**config.mk**
```make
export PLATFORM = sky130hd
export DESIGN_NAME = seconds_to_calendar_date
export DESIGN_NICKNAME = d
export VERILOG_FILES = /design/src/scd_pkg.sv /design/src/scd_cdiv.sv /design/src/scd_dpath.sv /design/src/scd_ctrl.sv /design/src/seconds_to_calendar_date.sv
export SDC_FILE = /design/constraint.sdc
export NUM_CORES = 2
export LEC_CHECK = 0
export ABC_AREA = 0
export BUFFER_PORTS_ARGS = -buffer_cell sky130_fd_sc_hd__buf_2
export CAP_MARGIN = 20
export CELL_PAD_IN_SITES_DETAIL_PLACEMENT = 0
export CELL_PAD_IN_SITES_GLOBAL_PLACEMENT = 1
export CORE_MARGIN = 2
export CORE_UTILIZATION = 38
export DETAILED_ROUTE_END_ITERATION = 8
export GPL_TIMING_DRIVEN = 0
export PLACE_DENSITY_LB_ADDON = 0.3
export REMOVE_ABC_BUFFERS = 1
export SLEW_MARGIN = 10
export SYNTH_ARGS = -nofsm -noshare
export SYNTH_HDL_FRONTEND = slang
export SYNTH_HIERARCHICAL = 1
export SYNTH_SLANG_ARGS = --single-unit
```
**constraint.sdc**
```tcl
create_clock -name clock -period 31.7 [get_ports clock]
set_input_delay 1.585 -clock clock [delete_from_list [all_inputs] [get_ports clock]]
set_output_delay 1.585 -clock clock [all_outputs]
set_load 0.05 [all_outputs]
```
**src/scd_pkg.sv**
```systemverilog
`default_nettype none

package scd_pkg;

   // Width of the seconds count that takes part in the conversion.
   localparam int SECONDS_WIDTH = 32;

   // Derived widths. A day has more than 2^16 seconds, so the whole-day count
   // fits in SECONDS_WIDTH - 16 bits. The other widths follow from that bound.
   localparam int DAYS_W = SECONDS_WIDTH - 16;
   localparam int N400_W = SECONDS_WIDTH - 31;
   localparam int YOFF_W = SECONDS_WIDTH - 21;
   localparam int PROD_W = 2 * SECONDS_WIDTH;
   localparam int REM_W  = 18;
   localparam int SOD_W  = 17;

   // Calendar constants.
   localparam int BASE_YEAR       = 1900;
   localparam int ERA_START_YEAR  = 1601;
   localparam int DAYS_PER_YEAR   = 365;
   localparam int YEARS_PER_ERA   = 400;
   localparam int YEARS_PER_CENT  = 100;
   localparam int YEARS_PER_QUAD  = 4;
   localparam int DAYS_PER_CENT   = 36524;
   localparam int DAYS_1601_1900  = 109207;

   // Divisors handled by the shared constant divider.
   localparam int DIVISOR_DAY  = 86400;
   localparam int DIVISOR_ERA  = 146097;
   localparam int DIVISOR_HOUR = 3600;
   localparam int DIVISOR_QUAD = 1461;
   localparam int DIVISOR_MIN  = 60;

   // Truncated reciprocals: floor(2^SECONDS_WIDTH / divisor). The estimate they
   // give is low by at most one for any dividend below 2^SECONDS_WIDTH.
   localparam logic [SECONDS_WIDTH-1:0] RECIP_DAY =
      SECONDS_WIDTH'((64'd1 << SECONDS_WIDTH) / 64'd86400);
   localparam logic [SECONDS_WIDTH-1:0] RECIP_ERA =
      SECONDS_WIDTH'((64'd1 << SECONDS_WIDTH) / 64'd146097);
   localparam logic [SECONDS_WIDTH-1:0] RECIP_HOUR =
      SECONDS_WIDTH'((64'd1 << SECONDS_WIDTH) / 64'd3600);
   localparam logic [SECONDS_WIDTH-1:0] RECIP_QUAD =
      SECONDS_WIDTH'((64'd1 << SECONDS_WIDTH) / 64'd1461);
   localparam logic [SECONDS_WIDTH-1:0] RECIP_MIN =
      SECONDS_WIDTH'((64'd1 << SECONDS_WIDTH) / 64'd60);

   // Day of year at the first of each month, common year then leap year.
   typedef logic [8:0] doy_type;
   localparam doy_type MONTH_START [0:1][0:11] = '{
      '{9'd0, 9'd31, 9'd59, 9'd90, 9'd120, 9'd151,
        9'd181, 9'd212, 9'd243, 9'd273, 9'd304, 9'd334},
      '{9'd0, 9'd31, 9'd60, 9'd91, 9'd121, 9'd152,
        9'd182, 9'd213, 9'd244, 9'd274, 9'd305, 9'd335}
   };

   // Operation issued to the constant divider.
   typedef enum logic [2:0] {
      DIV_NONE,
      DIV_DAY,
      DIV_ERA,
      DIV_HOUR,
      DIV_QUAD,
      DIV_MIN
   } div_op_type;

   // Date step done by the compare logic.
   typedef enum logic [1:0] {
      DATE_NONE,
      DATE_CENT,
      DATE_YEAR,
      DATE_MONTH
   } date_op_type;

   // Controller states.
   typedef enum logic [3:0] {
      ST_IDLE,
      ST_DAY,
      ST_DAY_WAIT,
      ST_ERA,
      ST_HOUR,
      ST_CENT,
      ST_QUAD,
      ST_MIN,
      ST_YEAR,
      ST_MONTH,
      ST_DONE
   } state_type;

   // Commands from the controller to the datapath.
   typedef struct packed {
      logic        load;
      div_op_type  div_op;
      date_op_type date_op;
   } cmd_type;

   // Divisor for a divider operation.
   function automatic logic [SECONDS_WIDTH-1:0] div_divisor(input div_op_type op);
      logic [SECONDS_WIDTH-1:0] d;
      unique case (op)
         DIV_DAY:  d = SECONDS_WIDTH'(DIVISOR_DAY);
         DIV_ERA:  d = SECONDS_WIDTH'(DIVISOR_ERA);
         DIV_HOUR: d = SECONDS_WIDTH'(DIVISOR_HOUR);
         DIV_QUAD: d = SECONDS_WIDTH'(DIVISOR_QUAD);
         DIV_MIN:  d = SECONDS_WIDTH'(DIVISOR_MIN);
         default:  d = SECONDS_WIDTH'(1);
      endcase
      return d;
   endfunction

   // Reciprocal for a divider operation.
   function automatic logic [SECONDS_WIDTH-1:0] div_recip(input div_op_type op);
      logic [SECONDS_WIDTH-1:0] r;
      unique case (op)
         DIV_DAY:  r = RECIP_DAY;
         DIV_ERA:  r = RECIP_ERA;
         DIV_HOUR: r = RECIP_HOUR;
         DIV_QUAD: r = RECIP_QUAD;
         DIV_MIN:  r = RECIP_MIN;
         default:  r = '0;
      endcase
      return r;
   endfunction

endpackage

`default_nettype wire

```
**src/scd_cdiv.sv**
```systemverilog
`default_nettype none

module scd_cdiv
   import scd_pkg::*;
(
   input  wire logic                     clock,
   input  wire logic                     reset,
   input  wire div_op_type               issue_op,
   input  wire logic [SECONDS_WIDTH-1:0] issue_x,
   output div_op_type                    res_op,
   output logic [SECONDS_WIDTH-1:0]      res_quo,
   output logic [REM_W-1:0]              res_rem
);

   div_op_type               op_ff;
   logic [SECONDS_WIDTH-1:0] x_ff;
   logic [SECONDS_WIDTH-1:0] q_ff;
   logic [PROD_W-1:0]        product;
   logic [SECONDS_WIDTH-1:0] divisor;
   logic [SECONDS_WIDTH-1:0] back;
   logic [SECONDS_WIDTH-1:0] part;
   logic [SECONDS_WIDTH-1:0] part_fixed;
   logic                     fix;

   // First stage: quotient estimate from the reciprocal product.
   assign product = PROD_W'(issue_x) * PROD_W'(div_recip(issue_op));

   always_ff @(posedge clock) begin
      if (reset) begin
         op_ff <= DIV_NONE;
      end else begin
         op_ff <= issue_op;
      end
   end

   always_ff @(posedge clock) begin
      x_ff <= issue_x;
      q_ff <= product[PROD_W-1:SECONDS_WIDTH];
   end

   // Second stage: remainder, and one correction when the estimate was low.
   always_comb begin
      divisor    = div_divisor(op_ff);
      back       = q_ff * divisor;
      part       = x_ff - back;
      fix        = (part >= divisor);
      part_fixed = fix ? (part - divisor) : part;
   end

   assign res_op  = op_ff;
   assign res_quo = q_ff + SECONDS_WIDTH'(fix);
   assign res_rem = part_fixed[REM_W-1:0];

   // A single correction must bring the remainder below the divisor.
   assert property (@(posedge clock) disable iff (reset)
      (res_op != DIV_NONE) |-> (part_fixed < divisor))
      else $error("constant divider remainder out of range");

endmodule

`default_nettype wire

```
**src/scd_dpath.sv**
```systemverilog
`default_nettype none

module scd_dpath
   import scd_pkg::*;
(
   input  wire logic                     clock,
   input  wire logic                     reset,
   input  wire cmd_type                  cmd,
   input  wire logic [SECONDS_WIDTH-1:0] req_seconds,
   output logic [7:0]                    years_since_1900,
   output logic [3:0]                    month,
   output logic [4:0]                    day_of_month,
   output logic [4:0]                    hour,
   output logic [5:0]                    minute,
   output logic [5:0]                    second
);

   logic [SECONDS_WIDTH-1:0] secs_ff;
   logic [DAYS_W-1:0]        days_ff;
   logic [SOD_W-1:0]         sod_ff;
   logic [N400_W-1:0]        n400_ff;
   logic [REM_W-1:0]         d1_ff;
   logic [4:0]               hour_ff;
   logic [11:0]              rem2_ff;
   logic [1:0]               n100_ff;
   logic [15:0]              d2_ff;
   logic [4:0]               n4_ff;
   logic [10:0]              d3_ff;
   logic [5:0]               minute_ff;
   logic [5:0]               second_ff;
   logic [YOFF_W-1:0]        yoff_ff;
   logic [8:0]               d4_ff;
   logic                     leap_ff;
   logic [3:0]               month_ff;
   logic [4:0]               mday_ff;

   logic [1:0]               n100_in;
   logic [REM_W-1:0]         cent_days;
   logic [15:0]              d2_in;
   logic [1:0]               n1_in;
   logic [10:0]              year_days;
   logic [8:0]               d4_in;
   logic                     leap_in;
   logic [YOFF_W-1:0]        yoff_in;
   logic [3:0]               month_in;
   logic [4:0]               mday_in;
   logic [YOFF_W-1:0]        year_diff;

   logic [SECONDS_WIDTH-1:0] div_x;
   div_op_type               res_op;
   logic [SECONDS_WIDTH-1:0] res_quo;
   logic [REM_W-1:0]         res_rem;

   // Capture the request.
   always_ff @(posedge clock) begin
      if (cmd.load) begin
         secs_ff <= req_seconds;
      end
   end

   // Operand for the divider.
   always_comb begin
      unique case (cmd.div_op)
         DIV_DAY:  div_x = secs_ff;
         DIV_ERA:  div_x = SECONDS_WIDTH'(days_ff) + SECONDS_WIDTH'(DAYS_1601_1900);
         DIV_HOUR: div_x = SECONDS_WIDTH'(sod_ff);
         DIV_QUAD: div_x = SECONDS_WIDTH'(d2_ff);
         DIV_MIN:  div_x = SECONDS_WIDTH'(rem2_ff);
         default:  div_x = '0;
      endcase
   end

   scd_cdiv u_cdiv (
      .clock    (clock),
      .reset    (reset),
      .issue_op (cmd.div_op),
      .issue_x  (div_x),
      .res_op   (res_op),
      .res_quo  (res_quo),
      .res_rem  (res_rem)
   );

   // Centuries within the 400-year era; the last century has one extra day.
   always_comb begin
      n100_in   = 2'({1'b0, d1_ff >= REM_W'(DAYS_PER_CENT)}
                   + {1'b0, d1_ff >= REM_W'(2 * DAYS_PER_CENT)}
                   + {1'b0, d1_ff >= REM_W'(3 * DAYS_PER_CENT)});
      cent_days = REM_W'(n100_in) * REM_W'(DAYS_PER_CENT);
      d2_in     = 16'(d1_ff - cent_days);
   end

   // Years within the four-year group, leap flag and year offset from 1601.
   always_comb begin
      n1_in     = 2'({1'b0, d3_ff >= 11'(DAYS_PER_YEAR)}
                   + {1'b0, d3_ff >= 11'(2 * DAYS_PER_YEAR)}
                   + {1'b0, d3_ff >= 11'(3 * DAYS_PER_YEAR)});
      year_days = 11'(n1_in) * 11'(DAYS_PER_YEAR);
      d4_in     = 9'(d3_ff - year_days);
      leap_in   = (n1_in == 2'd3) && ((n4_ff != 5'd24) || (n100_ff == 2'd3));
      yoff_in   = YOFF_W'(n400_ff) * YOFF_W'(YEARS_PER_ERA)
                + YOFF_W'(n100_ff) * YOFF_W'(YEARS_PER_CENT)
                + YOFF_W'(n4_ff) * YOFF_W'(YEARS_PER_QUAD)
                + YOFF_W'(n1_in);
   end

   // Month by comparing the day of year against every month start after January.
   always_comb begin
      month_in = '0;
      for (int m = 1; m < 12; m++) begin
         if (d4_ff >= MONTH_START[leap_ff][m]) begin
            month_in = 4'(m);
         end
      end
      mday_in = 5'(d4_ff - MONTH_START[leap_ff][month_in] + 9'd1);
   end

   // Results returned by the divider, routed by their operation tag.
   always_ff @(posedge clock) begin
      case (res_op)
         DIV_DAY: begin
            days_ff <= res_quo[DAYS_W-1:0];
            sod_ff  <= res_rem[SOD_W-1:0];
         end
         DIV_ERA: begin
            n400_ff <= res_quo[N400_W-1:0];
            d1_ff   <= res_rem;
         end
         DIV_HOUR: begin
            hour_ff <= res_quo[4:0];
            rem2_ff <= res_rem[11:0];
         end
         DIV_QUAD: begin
            n4_ff <= res_quo[4:0];
            d3_ff <= res_rem[10:0];
         end
         DIV_MIN: begin
            minute_ff <= res_quo[5:0];
            second_ff <= res_rem[5:0];
         end
         default: begin
         end
      endcase
   end

   // Date steps.
   always_ff @(posedge clock) begin
      case (cmd.date_op)
         DATE_CENT: begin
            n100_ff <= n100_in;
            d2_ff   <= d2_in;
         end
         DATE_YEAR: begin
            d4_ff   <= d4_in;
            leap_ff <= leap_in;
            yoff_ff <= yoff_in;
         end
         DATE_MONTH: begin
            month_ff <= month_in;
            mday_ff  <= mday_in;
         end
         default: begin
         end
      endcase
   end

   assign year_diff        = yoff_ff - YOFF_W'(BASE_YEAR - ERA_START_YEAR);
   assign years_since_1900 = year_diff[7:0];
   assign month            = month_ff;
   assign day_of_month     = mday_ff;
   assign hour             = hour_ff;
   assign minute           = minute_ff;
   assign second           = second_ff;

   // The day of year must lie inside the year it was found in.
   assert property (@(posedge clock) disable iff (reset)
      (cmd.date_op == DATE_MONTH) |-> ((d4_ff < 9'(DAYS_PER_YEAR))
         || (leap_ff && (d4_ff == 9'(DAYS_PER_YEAR)))))
      else $error("day of year outside its year");

endmodule

`default_nettype wire

```
**src/scd_ctrl.sv**
```systemverilog
`default_nettype none

module scd_ctrl
   import scd_pkg::*;
(
   input  wire logic clock,
   input  wire logic reset,
   input  wire logic start,
   output logic      busy,
   output logic      rsp_strobe,
   output cmd_type   cmd
);

   state_type state_ff;
   state_type state_in;
   logic      accept;

   assign accept = start && !busy;

   always_ff @(posedge clock) begin
      if (reset) begin
         state_ff <= ST_IDLE;
      end else begin
         state_ff <= state_in;
      end
   end

   // Next state: a fixed schedule of divider issues and date steps.
   always_comb begin
      unique case (state_ff)
         ST_IDLE:     state_in = start ? ST_DAY : ST_IDLE;
         ST_DAY:      state_in = ST_DAY_WAIT;
         ST_DAY_WAIT: state_in = ST_ERA;
         ST_ERA:      state_in = ST_HOUR;
         ST_HOUR:     state_in = ST_CENT;
         ST_CENT:     state_in = ST_QUAD;
         ST_QUAD:     state_in = ST_MIN;
         ST_MIN:      state_in = ST_YEAR;
         ST_YEAR:     state_in = ST_MONTH;
         ST_MONTH:    state_in = ST_DONE;
         ST_DONE:     state_in = start ? ST_DAY : ST_IDLE;
         default:     state_in = ST_IDLE;
      endcase
   end

   // Outputs for each state. A request is loaded in the states where busy is low.
   always_comb begin
      busy         = 1'b1;
      rsp_strobe   = 1'b0;
      cmd.load     = 1'b0;
      cmd.div_op   = DIV_NONE;
      cmd.date_op  = DATE_NONE;
      unique case (state_ff)
         ST_IDLE: begin
            busy     = 1'b0;
            cmd.load = start;
         end
         ST_DAY:   cmd.div_op = DIV_DAY;
         ST_ERA:   cmd.div_op = DIV_ERA;
         ST_HOUR:  cmd.div_op = DIV_HOUR;
         ST_CENT:  cmd.date_op = DATE_CENT;
         ST_QUAD:  cmd.div_op = DIV_QUAD;
         ST_MIN:   cmd.div_op = DIV_MIN;
         ST_YEAR:  cmd.date_op = DATE_YEAR;
         ST_MONTH: cmd.date_op = DATE_MONTH;
         ST_DONE: begin
            busy       = 1'b0;
            rsp_strobe = 1'b1;
            cmd.load   = start;
         end
         default: begin
         end
      endcase
   end

   // An accepted request keeps the block busy in the next cycle.
   assert property (@(posedge clock) disable iff (reset)
      accept |=> busy)
      else $error("busy not raised after an accepted request");

   // The result strobe lasts one cycle.
   assert property (@(posedge clock) disable iff (reset)
      rsp_strobe |=> !rsp_strobe)
      else $error("result strobe held for more than one cycle");

   // Every result follows an accepted request through the full state sequence.
   assert property (@(posedge clock) disable iff (reset)
      rsp_strobe |-> $past(accept, 10))
      else $error("result without a request ten cycles before");

endmodule

`default_nettype wire

```
**src/seconds_to_calendar_date.sv**
```systemverilog
// Converts a count of seconds since 1900-01-01 00:00:00 UTC into the
// Gregorian date (years since 1900, month 0-11, day 1-31) and time of day.
// A request is taken at a rising edge where start is high and busy is low;
// req_seconds is sampled then. The result appears on the rsp_ ports with
// rsp_strobe high for exactly one cycle, when the controller reaches its
// done state. busy is low in that strobe cycle, so a new request may be
// accepted there; busy is high in all states in between.
// A conversion runs a chain of five divisions by constants (seconds per
// day, days per 400 years, seconds per hour, days per four years, seconds
// per minute), each through one shared reciprocal-multiply unit with a
// single correction step, plus three compare steps for centuries, years
// and months.
// The receiver cannot stall: a result is valid only in its strobe cycle.
// The result ports keep their value until the next request overwrites them.
// Reset is synchronous and returns the controller to idle; a request in
// flight is dropped and gives no result.
`default_nettype none

module seconds_to_calendar_date
   import scd_pkg::*;
(
   input  wire logic                     clock,
   input  wire logic                     reset,
   input  wire logic                     start,
   output logic                          busy,
   input  wire logic [SECONDS_WIDTH-1:0] req_seconds,
   output logic                          rsp_strobe,
   output logic [7:0]                    rsp_years_since_1900,
   output logic [3:0]                    rsp_month,
   output logic [4:0]                    rsp_day_of_month,
   output logic [4:0]                    rsp_hour,
   output logic [5:0]                    rsp_minute,
   output logic [5:0]                    rsp_second
);

   cmd_type cmd;

   // Sequencer.
   scd_ctrl u_ctrl (
      .clock      (clock),
      .reset      (reset),
      .start      (start),
      .busy       (busy),
      .rsp_strobe (rsp_strobe),
      .cmd        (cmd)
   );

   // Arithmetic and result registers.
   scd_dpath u_dpath (
      .clock            (clock),
      .reset            (reset),
      .cmd              (cmd),
      .req_seconds      (req_seconds),
      .years_since_1900 (rsp_years_since_1900),
      .month            (rsp_month),
      .day_of_month     (rsp_day_of_month),
      .hour             (rsp_hour),
      .minute           (rsp_minute),
      .second           (rsp_second)
   );

endmodule

`default_nettype wire
```
# Yosys cells after proc, flatten, opt, wreduce, memory -nomap -nowiden
# Index checks and enable logic that the tools add are counted.
[totals]
ff_bits = 240
in_bits = 35
output_inout_bits = 36
[classes]
n_addsub = 16
multipliers = 6
magnitude_cmp = 20
n_eq_ne = 26
n_mux = 28
bitwise = 2
reduce_logical = 4
[ops]
columns = ["op", "count"]
rows = [
  ["108-bit 2-to-1 mux", 2],
  ["32-bit one-hot mux with 5 select lines", 1],
  ["27-bit one-hot mux with 5 select lines", 1],
  ["9-bit greater-or-equal comparator", 11],
  ["18-bit one-hot mux with 5 select lines", 1],
  ["84-bit 2-to-1 mux", 1],
  ["32-bit by 27-bit multiplier with 59-bit output", 1],
  ["4-bit one-hot mux with 10 select lines", 1],
  ["9-bit binary-select mux with 4-bit select", 1],
  ["18-bit by 17-bit greater-or-equal comparator with 1-bit output (second input constant)", 2],
  ["32-bit by 18-bit greater-or-equal comparator with 1-bit output", 1],
  ["27-bit by 18-bit multiplier with 32-bit output", 1],
  ["32-bit subtractor", 1],
  ["16-bit by 17-bit adder with 18-bit output (second input constant)", 1],
  ["18-bit by 16-bit greater-or-equal comparator with 1-bit output (second input constant)", 1],
  ["18-bit 2-to-1 mux", 1],
  ["18-bit subtractor", 1],
  ["16-bit by 1-bit adder with 16-bit output", 1],
  ["4-bit by 3-bit == test with 1-bit output (second input constant)", 4],
  ["4-bit 2-to-1 mux", 4],
  ["16-bit subtractor", 1],
  ["3-bit one-hot mux with 5 select lines", 1],
  ["2-bit by 14-bit multiplier with 14-bit output (second input constant)", 1],
  ["3-bit by 2-bit == test with 1-bit output (second input constant)", 4],
  ["other kinds (36)", 57],
]

# Depth between registers and ports, before layout
[depth]
word_depth = 22
mapped_depth = 44
mapped_depth_nobuf = 41

# Hierarchy
# Netlist, hierarchy kept.
[modules_own_cells]
columns = ["module", "instances", "cells_per_inst", "area_each_um2", "seq_area_each_um2"]
rows = [
  ["scd_cdiv", 1, 4164, 37714.9, 1261.2],
  ["scd_dpath", 1, 697, 8931.1, 5225.0],
  ["scd_ctrl", 1, 38, 324.1, 80.1],
]

# Least setup slack after synthesis
# No wires, ideal clock.
[synth_path]
path_type = "reg-to-reg"
from = "reg u_dpath.u_cdiv.op_ff[1], in the netlist u_dpath/u_cdiv/res_op[1]"
to = "reg u_dpath.days_ff[14] (data pin)"
arrival_ps = 9685
slack_ps = 21750
stages_incl_launch_ff = 44
n_path_buf = 4
cell_sequence = "dfxtp_1 clkbuf_1 clkinv_1 ha_1 nor2b_1 o32a_1 clkbuf_1 clkbuf_1 and2_1 ha_1 inv_1 fa_1 inv_1 fa_1 inv_1 fa_1 fa_1 inv_1 [8 not listed] xnor2_1 ha_1 a2111oi_0 o2111ai_1 a211oi_1 o2111ai_1 a221o_1 a211oi_1 nand4_1 nor4_2 buf_2 inv_1 ha_1 ha_1 nand4_1 nor2_1 nand4_1 xnor2_1"
[synth_between]
elab_chain_len = 6
elab_cells_between_ends = 10
cone_classes = "add/sub: 2; mul: 1; order compare: 1; eq/ne: 5; mux: 1"
[synth_rtl]
columns = ["item", "line", "rtl"]
rows = [
  ["start, declared", "scd_cdiv.sv:15", "div_op_type op_ff;"],
  ["start signal, assigned", "scd_cdiv.sv:32", "op_ff <= issue_op;"],
  ["3-bit == test (tied with other cells)", "scd_pkg.sv:99", "unique case (op)"],
  ["18-bit one-hot mux with 5 select lines (*)", "scd_pkg.sv:99", ""],
  ["27-bit by 18-bit multiplier with 32-bit output", "scd_cdiv.sv:44", "back = q_ff * divisor;"],
  ["32-bit subtractor", "scd_cdiv.sv:45", "part = x_ff - back;"],
  ["32-bit by 18-bit greater-or-equal comparator with 1-bit output (*)", "scd_cdiv.sv:46", "fix = (part >= divisor);"],
  ["16-bit by 1-bit adder with 16-bit output (*)", "scd_cdiv.sv:51", "assign res_quo = q_ff + SECONDS_WIDTH'(fix);"],
  ["via u_dpath.res_quo[14]", "scd_dpath.sv:51", "logic [SECONDS_WIDTH-1:0] res_quo;"],
  ["end signal, assigned", "scd_dpath.sv:121", "days_ff <= res_quo[DAYS_W-1:0];"],
  ["end, declared", "scd_dpath.sv:19", "logic [DAYS_W-1:0] days_ff;"],
]
# The timed path passes the listed nets; every way through them passes the cells marked *.
# A chain may end at the register's enable or synchronous reset.

# Final worst setup path
# Same ends and word-level chain as after synthesis.

==> qor.yml <==
cp.arrival_ps: 13840
syn_area_per_cell_um2: 9.61
ctsLongestPathBuffers: 3
vias: 32100
cp_common_cell: "ha_1"
cp.required_ps: 31980
p_sw_frac: 0.530
hold_buffers: 0
io_pins: 71
placementRows: 128
critPathLaunchType: "flip-flop"
grt_pass1_wl_mm: 203
globalRouteOverflowTotal: 0
p_total_uw: 3760
pwr-share-seq: 0.187
fmax_mhz: 73.7
clock_sink_count: 241
p_leak_uw: 0.0254
cts_resized: 0
post-route-period-util: 0.428
tritoncts: "done"
synthToLayoutAreaGrowth_pct: 7.71
synth_warnings: 6
cts_made_buffers: 26
final_common_cell: "inv_1"
p_switching_uw: 1990
placed_area_um2: 49400
pwr-share-comb: 0.730
dp_hpwl_mm: 109
place_congestion: 0.881
tightest_slew_ps: 1190
max_cap_viol_count: 0
syn_inst: 4864
track_usage: 0.210
synthesis.area_um2: 46700
fin_nets: 6307
hold_class: "reg -> reg"
status: "complete, no violations"
setup_violations: 0
ctsHtreeMaxLevel: 1
fp.dieH_um: 355
crit_path_end_kind: "flip-flop"
powerDensity_nw_per_um2: 74.7
hold_viol_final: 0
drv_slew: 0
detail_route.first_pass.iterations: 5
die_area_um2: 126000
path_class: "reg -> reg"
core_um2: 122000
slowest_delay_ps: 980
post-route-min-period_ps: 13560
clock_skew_ps: 61.8
floorplan.initialDensity: 0.384
grt_pass1_vias: 34300
grt_max_degree: 35
vdd_ir_drop_max_uv: 282
wirelength_mm: 129
drtAntennaViolNets: 0
portBuffers: 70
drc: 0
rsz0062_at_grt: "no"
clkPwrFrac: 0.083
path_clk_slew_ps: 70
final_cell_mix: "inv_1 (1220), fa_1 (891), ha_1 (528), nand2_1 (416), and2_1 (240)"
final_cell_area_um2: 50300
worst_slack_ps: 18140
place_ws_ps: 18070
via_per_inst: 4.94
wl_per_cell_um: 19.8
clkLatencyLatePin_ps: 600
die_x_um: 355
final.setup.tns_ps: 0
drt_iter0_markers: 1958
antenna_found_initial: 4
root_buffer: "clkbuf_16"
slew_headroom: 0.197
crit_fanout: 20
drive_above_1_share: 0.0485
cpMaxStageDelayCell: "ha_1"
power.internal_uw: 1770
postCtsSetupRepairBufs: 0
-- path summary, 6_finish.rpt --
kind,startpoint,to,slack [ps],cells after the start
setup / recovery,u_dpath/u_cdiv/res_op[1]$_SDFF_PP0_,u_dpath/days_ff[14]$_DFFE_PN_,18140,42
hold / removal,u_dpath/d1_ff[1]$_DFFE_PN_,u_dpath/d2_ff[1]$_DFFE_PN_,430,0
setup reg to reg,u_dpath/u_cdiv/res_op[1]$_SDFF_PP0_,u_dpath/days_ff[14]$_DFFE_PN_,18140,42
hold reg to reg,u_dpath/d1_ff[1]$_DFFE_PN_,u_dpath/d2_ff[1]$_DFFE_PN_,430,0
-- worst max-delay path, delay by kind of cell, from the launching register on --
kind            cells  cell delay [ps]
compound gates     11             3440
xor+xnor            2              250
fa+ha+maj          11             4260
buf+inv             8             1660
flops               1              880
simple gates       10             2720
-- state kept, by name (all words and copies together) (netlist names), 3 cells and up --
signal,count
u_dpath/u_cdiv/x_ff,32
u_dpath/d1_ff,18
u_ctrl/state_ff,4
u_dpath/d4_ff,9
u_dpath/day_of_month,5
u_dpath/d3_ff,11
u_dpath/days_ff,16
u_dpath/hour,5
u_dpath/u_cdiv/res_op,3
u_dpath/minute,6
u_dpath/second,6
u_dpath/yoff_ff,8
u_dpath/d2_ff,16
u_dpath/rem2_ff,12
u_dpath/sod_ff,17
u_dpath/secs_ff,32
u_dpath/month,4
u_dpath/n4_ff,5
u_dpath/u_cdiv/q_ff,28
-- power by group through the flow --
| stage | clock network [µW] | logic, µW | registers [µW] |
|---|---|---|---|
| floorplan | 0 | 1750 | 679 |
| global placement | 0 | 2660 | 717 |
| detailed placement | 0 | 2740 | 710 |
| CTS | 322 | 2760 | 703 |
| global route | 335 | 3040 | 708 |
| finish | 314 | 2740 | 703 |
-- metrics by stage --
step	instances	utilization	hold WS [ps]
final	6497	0.413	427
after global routing	6496	0.413	454
after CTS	6492	0.413	430
after detailed placement	6444	0.406	414
after global placement	6393	0.398	403
after floorplan	4698	-	400
-- layer usage --
metal / wire length (µm) / GRT usage / part of all wire / vias up
met5: 0 / 0 / 0 / -
met3: 5920 / 0.0197 / 0.046 / 123
met4: 3130 / 0.0451 / 0.024 / 0
li1: - / - / - / 14900
met2: 62600 / 0.359 / 0.49 / 716
met1: 57000 / 0.288 / 0.44 / 16300
-- layout make-up --
cell class	count	area, µm²
diodes	1	2.50
clock buffers	35	694
clock inverters	13	165
fillers	12100	71500
inverters	1223	4590
multi-input cells	3234	35200
flip-flops and latches	241	6570
well taps	1625	2030
repair buffers	125	1140
Power figures use the tool's default switching activity.
